`src/hdl/piece_interval_search_macros.svh`:
```
// Assertion macros for the piece interval search block.
// No dependencies; included by piece_interval_search, which carries the assertions.
`ifndef PIECE_INTERVAL_SEARCH_MACROS_SVH
`define PIECE_INTERVAL_SEARCH_MACROS_SVH

`ifndef SYNTH

// Property must hold at every edge outside reset.
`define PIS_ASSERT(lbl, c, r, expr, msg) \
    lbl: assert property (@(posedge c) disable iff (!r) (expr)) else $error(msg);

// Same-cycle implication.
`define PIS_ASSERT_IMPL(lbl, c, r, ante, cons, msg) \
    lbl: assert property (@(posedge c) disable iff (!r) (ante) |-> (cons)) else $error(msg);

// Next-cycle implication.
`define PIS_ASSERT_NEXT(lbl, c, r, ante, cons, msg) \
    lbl: assert property (@(posedge c) disable iff (!r) (ante) |=> (cons)) else $error(msg);

`else

`define PIS_ASSERT(lbl, c, r, expr, msg)
`define PIS_ASSERT_IMPL(lbl, c, r, ante, cons, msg)
`define PIS_ASSERT_NEXT(lbl, c, r, ante, cons, msg)

`endif

`endif

```
`src/hdl/pis_pkg.sv`:
```
// Shared types and constants for the piece interval search block.
// No dependencies.
package pis_pkg;

    localparam int MAX_PIECES_DEF = 16;
    localparam int TIME_W         = 32;
    localparam int SLOT_IN_W      = 5;
    localparam int CNT_W          = 5;
    localparam int IDX_W          = 4;
    localparam int STATUS_W       = 2;

    localparam logic OP_WRITE = 1'b0;
    localparam logic OP_QUERY = 1'b1;

    localparam logic [CNT_W-1:0] PIECE_COUNT_RST = CNT_W'(1);

    typedef enum logic [STATUS_W-1:0] {
        ST_FOUND = 2'd0,
        ST_BELOW = 2'd1,
        ST_ABOVE = 2'd2
    } status_t;

    // Compare flags of one breakpoint cell against the query time.
    typedef struct packed {
        logic lt;   // breakpoint < time
        logic gt;   // breakpoint > time
    } bp_flags_t;

    // Control carried along the search chain.
    typedef struct packed {
        logic    valid;
        status_t status;
    } srch_ctrl_t;

endpackage

```
`src/hdl/pis_bp_cell.sv`:
```
// One breakpoint cell: holds one table slot and compares it with the query.
// Depends on pis_pkg.
module pis_bp_cell #(
    parameter int SLOT_ID = 0
) (
    input  logic                              clk,
    input  logic                              wr_en,
    input  logic [pis_pkg::SLOT_IN_W-1:0]     wr_slot,
    input  logic                              capture,
    input  logic signed [pis_pkg::TIME_W-1:0] time_value,
    output pis_pkg::bp_flags_t                flags
);
    import pis_pkg::*;

    logic signed [TIME_W-1:0] bp_reg;
    bp_flags_t                flags_reg;
    logic                     hit;

    assign hit   = wr_en && (32'(wr_slot) == SLOT_ID);
    assign flags = flags_reg;

    always_ff @(posedge clk)
    begin
        if (hit)
        begin
            bp_reg <= time_value;
        end
        if (capture)
        begin
            flags_reg.lt <= (bp_reg < time_value);
            flags_reg.gt <= (bp_reg > time_value);
        end
    end

endmodule

```
`src/hdl/pis_step_cell.sv`:
```
// One binary search step: narrows [lo, hi] by one probe of the flag vector.
// Depends on pis_pkg.
module pis_step_cell #(
    parameter int SLOT_W = 5,
    parameter int NSLOT  = 17
) (
    input  logic                   clk,
    input  logic                   rst_n,
    input  logic                   en,
    input  logic [NSLOT-1:0]       lt_vec,
    input  pis_pkg::srch_ctrl_t    ctrl_in,
    input  logic [SLOT_W-1:0]      lo_in,
    input  logic [SLOT_W-1:0]      hi_in,
    output pis_pkg::srch_ctrl_t    ctrl_out,
    output logic [SLOT_W-1:0]      lo_out,
    output logic [SLOT_W-1:0]      hi_out
);
    import pis_pkg::*;

    srch_ctrl_t        ctrl_reg;
    logic [SLOT_W-1:0] lo_reg, lo_next;
    logic [SLOT_W-1:0] hi_reg, hi_next;
    logic [SLOT_W:0]   sum;
    logic [SLOT_W-1:0] mid;
    logic              open;

    always_comb
    begin
        sum     = {1'b0, lo_in} + {1'b0, hi_in};
        mid     = sum[SLOT_W:1];
        open    = {1'b0, hi_in} > ({1'b0, lo_in} + (SLOT_W+1)'(1));
        lo_next = lo_in;
        hi_next = hi_in;
        if (open)
        begin
            if (lt_vec[mid])
            begin
                lo_next = mid;
            end
            else
            begin
                hi_next = mid;
            end
        end
    end

    always_ff @(posedge clk or negedge rst_n)
    begin
        if (!rst_n)
        begin
            ctrl_reg.valid  <= 1'b0;
            ctrl_reg.status <= ST_FOUND;
        end
        else if (en)
        begin
            ctrl_reg <= ctrl_in;
        end
    end

    always_ff @(posedge clk)
    begin
        if (en)
        begin
            lo_reg <= lo_next;
            hi_reg <= hi_next;
        end
    end

    assign ctrl_out = ctrl_reg;
    assign lo_out   = lo_reg;
    assign hi_out   = hi_reg;

endmodule

```
`src/hdl/piece_interval_search.sv`:
```
// Piece interval search, top level: breakpoint cell row, search chain, output register.
// Depends on pis_pkg, pis_bp_cell, pis_step_cell and piece_interval_search_macros.svh.
//
// Keeps an ascending table of MAX_PIECES+1 signed Q16.16 breakpoints, one per
// cell, and maps a query time to the piece that holds it. A write item
// (operation = write) stores time_value into the given slot on the accepting
// edge and gives no result; slots above MAX_PIECES are dropped. A query item
// gives one result. On the accepting edge every breakpoint cell compares its
// slot with the query time in parallel and registers the flags. The next cycle
// decides below/above from slot 0 and slot piece_count, then the item walks
// down a chain of $clog2(MAX_PIECES) search cells, one binary-search probe per
// cell per cycle, and lands in the output register. A time equal to an inner
// breakpoint maps to the earlier piece. No new item is taken until the query
// has left the search chain, so the chain length sets when the next item can
// be taken. in_stall is high while a query is in the chain. The output register
// lets a new item be taken while a result waits for the downstream side.
// piece_count must be written through cfg_we/cfg_wdata only while the block is
// idle; the block itself does not enforce this. 0 counts as 1 and values above
// MAX_PIECES saturate. The table has no reset; reading an unwritten slot gives
// an undefined answer.
module piece_interval_search #(
    parameter int MAX_PIECES = pis_pkg::MAX_PIECES_DEF
) (
    input  logic                                clk,
    input  logic                                rst_n,
    // configuration
    input  logic                                cfg_we,
    input  logic [pis_pkg::CNT_W-1:0]           cfg_wdata,
    // input channel
    input  logic                                in_valid,
    output logic                                in_stall,
    input  logic                                operation,
    input  logic [pis_pkg::SLOT_IN_W-1:0]       slot,
    input  logic signed [pis_pkg::TIME_W-1:0]   time_value,
    // output channel
    output logic                                out_valid,
    input  logic                                out_stall,
    output logic [pis_pkg::IDX_W-1:0]           piece_index,
    output logic [pis_pkg::STATUS_W-1:0]        status
);
    import pis_pkg::*;

    `include "piece_interval_search_macros.svh"

    localparam int NSLOT  = MAX_PIECES + 1;
    localparam int SLOT_W = $clog2(NSLOT);
    localparam int STEPS  = (MAX_PIECES > 1) ? $clog2(MAX_PIECES) : 1;

    // configuration
    logic [CNT_W-1:0]  piece_count_reg;

    // handshake
    logic              in_accept;
    logic              wr_accept;
    logic              qry_accept;
    logic              busy;
    logic              adv;

    // per-query state
    logic              start_reg;
    logic [SLOT_W-1:0] n_reg, n_next;

    // cell row
    bp_flags_t         flags [NSLOT];
    logic [NSLOT-1:0]  lt_vec;

    // chain entry
    srch_ctrl_t        entry_ctrl;
    logic [SLOT_W-1:0] entry_hi;

    // search chain; index 0 is the entry, k+1 the output of step cell k
    srch_ctrl_t        chain_ctrl [STEPS+1];
    logic [SLOT_W-1:0] chain_lo   [STEPS+1];
    logic [SLOT_W-1:0] chain_hi   [STEPS+1];
    logic [STEPS:0]    chain_valid;

    // output register
    logic              out_valid_reg, out_valid_next;
    logic [IDX_W-1:0]  piece_index_reg;
    status_t           status_reg;
    logic              out_load;
    logic [31:0]       lo_wide;

    assign in_accept  = in_valid && !in_stall;
    assign wr_accept  = in_accept && (operation == OP_WRITE);
    assign qry_accept = in_accept && (operation == OP_QUERY);

    // Used piece count: zero reads as one, saturate at MAX_PIECES.
    always_comb
    begin
        if (piece_count_reg == '0)
        begin
            n_next = SLOT_W'(1);
        end
        else if (int'(piece_count_reg) > MAX_PIECES)
        begin
            n_next = SLOT_W'(MAX_PIECES);
        end
        else
        begin
            n_next = SLOT_W'(piece_count_reg);
        end
    end

    always_ff @(posedge clk or negedge rst_n)
    begin
        if (!rst_n)
        begin
            piece_count_reg <= PIECE_COUNT_RST;
        end
        else if (cfg_we)
        begin
            piece_count_reg <= cfg_wdata;
        end
    end

    always_ff @(posedge clk or negedge rst_n)
    begin
        if (!rst_n)
        begin
            start_reg <= 1'b0;
        end
        else
        begin
            start_reg <= qry_accept;
        end
    end

    // n is only read while the query is in flight
    always_ff @(posedge clk)
    begin
        if (qry_accept)
        begin
            n_reg <= n_next;
        end
    end

    // Breakpoint cells
    for (genvar i = 0; i < NSLOT; i++)
    begin : g_cell
        pis_bp_cell #(
            .SLOT_ID (i)
        ) u_cell (
            .clk        (clk),
            .wr_en      (wr_accept),
            .wr_slot    (slot),
            .capture    (qry_accept),
            .time_value (time_value),
            .flags      (flags[i])
        );
        assign lt_vec[i] = flags[i].lt;
    end

    // Chain entry: range checks pick the status. Out-of-range items enter
    // with lo = 0, hi = 1 so no step moves them.
    always_comb
    begin
        entry_ctrl.valid = start_reg;
        if (flags[0].gt)
        begin
            entry_ctrl.status = ST_BELOW;
            entry_hi          = SLOT_W'(1);
        end
        else if (lt_vec[n_reg])
        begin
            entry_ctrl.status = ST_ABOVE;
            entry_hi          = SLOT_W'(1);
        end
        else
        begin
            entry_ctrl.status = ST_FOUND;
            entry_hi          = n_reg;
        end
    end

    assign chain_ctrl[0] = entry_ctrl;
    assign chain_lo[0]   = '0;
    assign chain_hi[0]   = entry_hi;

    for (genvar k = 0; k < STEPS; k++)
    begin : g_step
        pis_step_cell #(
            .SLOT_W (SLOT_W),
            .NSLOT  (NSLOT)
        ) u_step (
            .clk      (clk),
            .rst_n    (rst_n),
            .en       (adv),
            .lt_vec   (lt_vec),
            .ctrl_in  (chain_ctrl[k]),
            .lo_in    (chain_lo[k]),
            .hi_in    (chain_hi[k]),
            .ctrl_out (chain_ctrl[k+1]),
            .lo_out   (chain_lo[k+1]),
            .hi_out   (chain_hi[k+1])
        );
    end

    always_comb
    begin
        for (int k = 0; k <= STEPS; k++)
        begin
            chain_valid[k] = chain_ctrl[k].valid;
        end
    end

    assign busy     = |chain_valid;
    assign in_stall = busy;

    // Hold the chain only when a finished item meets a full, stalled output.
    assign out_load = chain_ctrl[STEPS].valid && (!out_valid_reg || !out_stall);
    assign adv      = !(chain_ctrl[STEPS].valid && out_valid_reg && out_stall);
    assign lo_wide  = 32'(chain_lo[STEPS]);

    always_comb
    begin
        out_valid_next = out_valid_reg;
        if (out_load)
        begin
            out_valid_next = 1'b1;
        end
        else if (out_valid_reg && !out_stall)
        begin
            out_valid_next = 1'b0;
        end
    end

    always_ff @(posedge clk or negedge rst_n)
    begin
        if (!rst_n)
        begin
            out_valid_reg <= 1'b0;
        end
        else
        begin
            out_valid_reg <= out_valid_next;
        end
    end

    always_ff @(posedge clk)
    begin
        if (out_load)
        begin
            piece_index_reg <= lo_wide[IDX_W-1:0];
            status_reg      <= chain_ctrl[STEPS].status;
        end
    end

    assign out_valid   = out_valid_reg;
    assign piece_index = piece_index_reg;
    assign status      = status_reg;

    // At most one query in the chain.
    `PIS_ASSERT(a_one_in_flight, clk, rst_n, $countones(chain_valid) <= 1, "two queries in chain")
    // Search has converged by the end of the chain.
    `PIS_ASSERT_IMPL(a_converged, clk, rst_n, chain_ctrl[STEPS].valid, chain_hi[STEPS] == chain_lo[STEPS] + SLOT_W'(1), "search not converged")
    // A found piece lies below the used count.
    `PIS_ASSERT_IMPL(a_in_range, clk, rst_n, chain_ctrl[STEPS].valid && chain_ctrl[STEPS].status == ST_FOUND, chain_lo[STEPS] < n_reg, "piece index out of range")
    // Range errors report piece 0.
    `PIS_ASSERT_NEXT(a_err_zero, clk, rst_n, out_load && chain_ctrl[STEPS].status != ST_FOUND, piece_index == '0, "error result with nonzero piece")

endmodule

```
`config.mk`:
```
export PLATFORM = sky130hd
export DESIGN_NAME = piece_interval_search
export DESIGN_NICKNAME = d
export VERILOG_FILES = /design/src/hdl/pis_pkg.sv /design/src/hdl/pis_bp_cell.sv /design/src/hdl/pis_step_cell.sv /design/src/hdl/piece_interval_search.sv
export VERILOG_INCLUDE_DIRS = /design/src /design/src/hdl
export SDC_FILE = /design/constraint.sdc
export NUM_CORES = 1
export LEC_CHECK = 0
export ABC_AREA = 1
export BUFFER_PORTS_ARGS = -buffer_cell sky130_fd_sc_hd__buf_2
export CORE_MARGIN = 2
export CORE_UTILIZATION = 69
export CTS_CLUSTER_DIAMETER = 80
export DETAILED_ROUTE_END_ITERATION = 7
export HOLD_SLACK_MARGIN = 0.08
export PLACE_DENSITY = 0.83
export SYNTH_ARGS = -nofsm -noshare
export SYNTH_HDL_FRONTEND = slang
export SYNTH_SLANG_ARGS = --single-unit
```
`constraint.sdc`:
```
create_clock -name clk -period 9.51 [get_ports clk]
set_input_delay 1.4265 -clock clk [delete_from_list [all_inputs] [get_ports clk]]
set_output_delay 1.4265 -clock clk [all_outputs]
set_load 0.05 [all_outputs]
```
==> impl_metrics.py <==
metrics = {
    "grt": {
        "antenna_found_initial": 0,
        "grt_start_max_net_pins": 42,
        "grt_overflow": 0,
        "grt_pass1_wl_um": 130000,
        "track_usage": 0.356,
        "grt_pass1_vias": 22500,
    },
    "timing": {
        "timing.hold.ws_ns": 0.416,
        "period_needed_ns": 3.90,
        "maxSlewViolCount": 0,
        "finalCritPeriodShare": 0.410,
        "worstMarginPinSlew_ns": 0.924,
        "grt_setup_unrepaired": "false",
        "timing.slew.headroom": 0.383,
        "fin_setup_tns_ns": 0,
        "setup_viol": 0,
        "hold_violations": 0,
        "finClkSkew_ns": 0.0235,
        "max_freq_mhz": 257,
    },
    "die": {
        "rows": 80,
        "dieWidth_um": 223,
        "initial_core_util": 0.696,
        "core_area_um2": 47400,
        "dieHeight_um": 223,
        "die_area_um2": 49600,
        "pin_count": 56,
    },
    "drt": {
        "drt_pass1_iterations": 5,
        "top_layer": "met4",
        "detail-route-antenna-nets": 0,
        "wl_met1_um": 33300,
        "dr_wl_met3_um": 7020,
        "drt_iter0_markers": 2311,
        "drc": 0,
        "routed_via_density": 6.37,
        "wl_per_cell_um": 24.7,
        "num_vias": 22300,
        "wl_met2_um": 40900,
        "wl_um": 86400,
    },
    "critical_path": {
        "r2r-end": "g_cell[8].u_cell.bp_reg[30]",
        "max_stage_delay_ns": 0.67,
        "r2r_start": "g_step[2].u_step.ctrl_out[2]",
        "crit_chain": "buf_2, inv_1, ha_1, nand2_1, o21ai_0, a221oi_1, nand2_1, xor2_1",
        "critPathBufInv": 2,
        "rr_worst_depth": 9,
        "cp-end-kind": "flop",
        "arrival_ns": 4.29,
        "path_common_cell": "nand2_1",
        "critPathKind": "in -> reg",
        "regToRegSetupSlack_ns": 6.45,
        "crit_required_ns": 9.90,
        "startpoint_type": "primary input",
        "critPathTopFamily": "buffers and inverters",
        "cp_max_fo": 18,
        "slowest_stage": "o21ai_0",
    },
    "finish": {
        "drive_gt1_frac": 0.0738,
        "largest_reg_flops": 544,
        "nFillCells": 2939,
        "area_growth_pct": 10.3,
        "nets": 3449,
        "antenna_cells": 0,
    },
    "clock_network": {
        "ctsHoldBuffers": 0,
        "clk_latency_ns": 0.61,
        "htreeDepth": 3,
        "tritoncts": "yes",
        "postCtsSetupRepairBufs": 0,
        "cts-resized-gates": 0,
        "clkTransAtPathRegs_ns": 0.05,
        "cts-root-buf": "clkbuf_16",
        "cts.sinks": 625,
        "numCtsBuffers": 66,
        "cts_buffer_depth": 3,
    },
    "worst_hold_path": {
        "hold_path_class": "reg -> reg",
        "min_path_cells": 0,
        "holdPathEnd": "piece_index[3]",
        "hp-start": "g_step[3].u_step.lo_out[3]",
    },
    "synth": {
        "syn_area_per_cell_um2": 12.2,
        "synth_warnings": 0,
        "ys_seq_area_frac": 0.566,
        "syn-instance-count": 2702,
        "synth_edf_count": 606,
        "synth_nets": 3315,
        "synth-seq-cells": 625,
        "ys.flop_type": "edfxtp_1",
        "ys_types": 48,
        "synth_area_um2": 33000,
        "async_flop_share": 0.0304,
    },
    "outcome": {
        "status": "complete, no violations",
    },
    "power_and_ir_drop": {
        "power_density_nw_per_um2": 191,
        "vdd_drop_max_v": 0.000199,
        "leakagePower_nw": 15.0,
    },
    "placed_design": {
        "gp_congestion": 0.946,
        "io_buffers": 55,
        "dp.final_hpwl_um": 60900,
    },
    "run": {
        "max-cap-violations": 0,
    },
}
-- worst reg2reg max path: cells and delay by family (launching register included) --
kind          cells  cell delay, ns
buf+inv           2            0.73
flops             1            0.40
simple gates      7            1.48
-- logic make-up after synthesis --
kind of cell,after synthesis,synth area share
simple gates,702,0.0916
flops,625,0.566
fa+ha+maj,565,0.215
compound gates,550,0.0913
buf+inv,227,0.0270
xor+xnor,30,0.00842
mux,3,0.00102
-- layer usage --
metal,up-vias,track usage
li1,10300,-
met1,10700,0.452
met2,1002,0.583
met3,246,0.0682
met4,0,0.190
met5,-,0
-- where the power goes --
part / leakage [nW] / total (mW) / internal (mW) / switching (mW)
combinational: 8.17 / 1.16 / 0.373 / 0.786
sequential: 5.78 / 3.22 / 3.14 / 0.0749
clock: 1.06 / 2.57 / 1.52 / 1.05
total: 15.0 / 6.95 / 5.04 / 1.91
-- cell type report --
class / count / area (µm²) / area share
clock inverter: 30 / 265 / 0.00728
clock buffer: 89 / 1880 / 0.0517
sequential: 625 / 18700 / 0.513
tap: 615 / 769 / 0.0211
multi-input combinational: 1850 / 13600 / 0.372
timing repair buffer: 79 / 455 / 0.0125
inverter: 214 / 811 / 0.0223
-- per-stage QoR --
| step | power, mW | util | setup WS [ns] | instances | cell area (µm²) |
|---|---|---|---|---|---|
| floorplan | 4.07 | - | 4.22 | 2702 | 33000 |
| global placement | 4.34 | 0.722 | 5.24 | 3383 | 34300 |
| detailed placement | 4.40 | 0.722 | 5.21 | 3383 | 34300 |
| CTS | 6.94 | 0.767 | 5.84 | 3502 | 36400 |
| global route | 7.23 | 0.767 | 5.59 | 3502 | 36400 |
| finish | 6.95 | 0.767 | 5.61 | 3502 | 36400 |
-- how the worst max path moves through the flow --
stage                        start                           to  cells past startpoint
global placement    time_value[27]   g_cell[11].u_cell.flags[1]                      8
CTS                 time_value[27]    g_cell[9].u_cell.flags[1]                      8
global route        time_value[27]   g_cell[11].u_cell.flags[1]                      8
detailed placement  time_value[27]    g_cell[9].u_cell.flags[1]                      8
floorplan                 in_valid  g_cell[16].u_cell.bp_reg[0]                      4
finish              time_value[27]   g_cell[11].u_cell.flags[1]                      8
-- cell usage in the layout, fill, tap and decap left out, types with 14 or more instances in the layout --
cell type  netlist  layout
a21oi_1        308     308
buf_2            6      55
buf_4            0      24
clkbuf_1         4      14
clkbuf_16        0      71
dfrtp_1         18      18
edfxtp_1       606     606
ha_1           562     562
inv_1          211     211
nand2_1        420     420
nand3_1         98      98
nand4_1         40      40
nor2_1          79      67
nor3_1          41      36
o211ai_1        34      34
o21ai_0        135     135
o31ai_1         16      16
xor2_1          24      24
-- cells in the mapped netlist, drive strengths merged, types with 12 or more instances --
cell    instances  area share
edfxtp        606        0.55
ha            562        0.21
nand2         425       0.049
a21oi         308       0.047
inv           214       0.025
o21ai         145       0.022
nand3         103       0.017
nor2           81      0.0095
nor3           42      0.0067
nand4          40      0.0076
o211ai         34      0.0077
xor2           24      0.0064
dfrtp          18       0.014
o31ai          16      0.0036
o21a           12      0.0027
(Power assumes the default switching activity.)
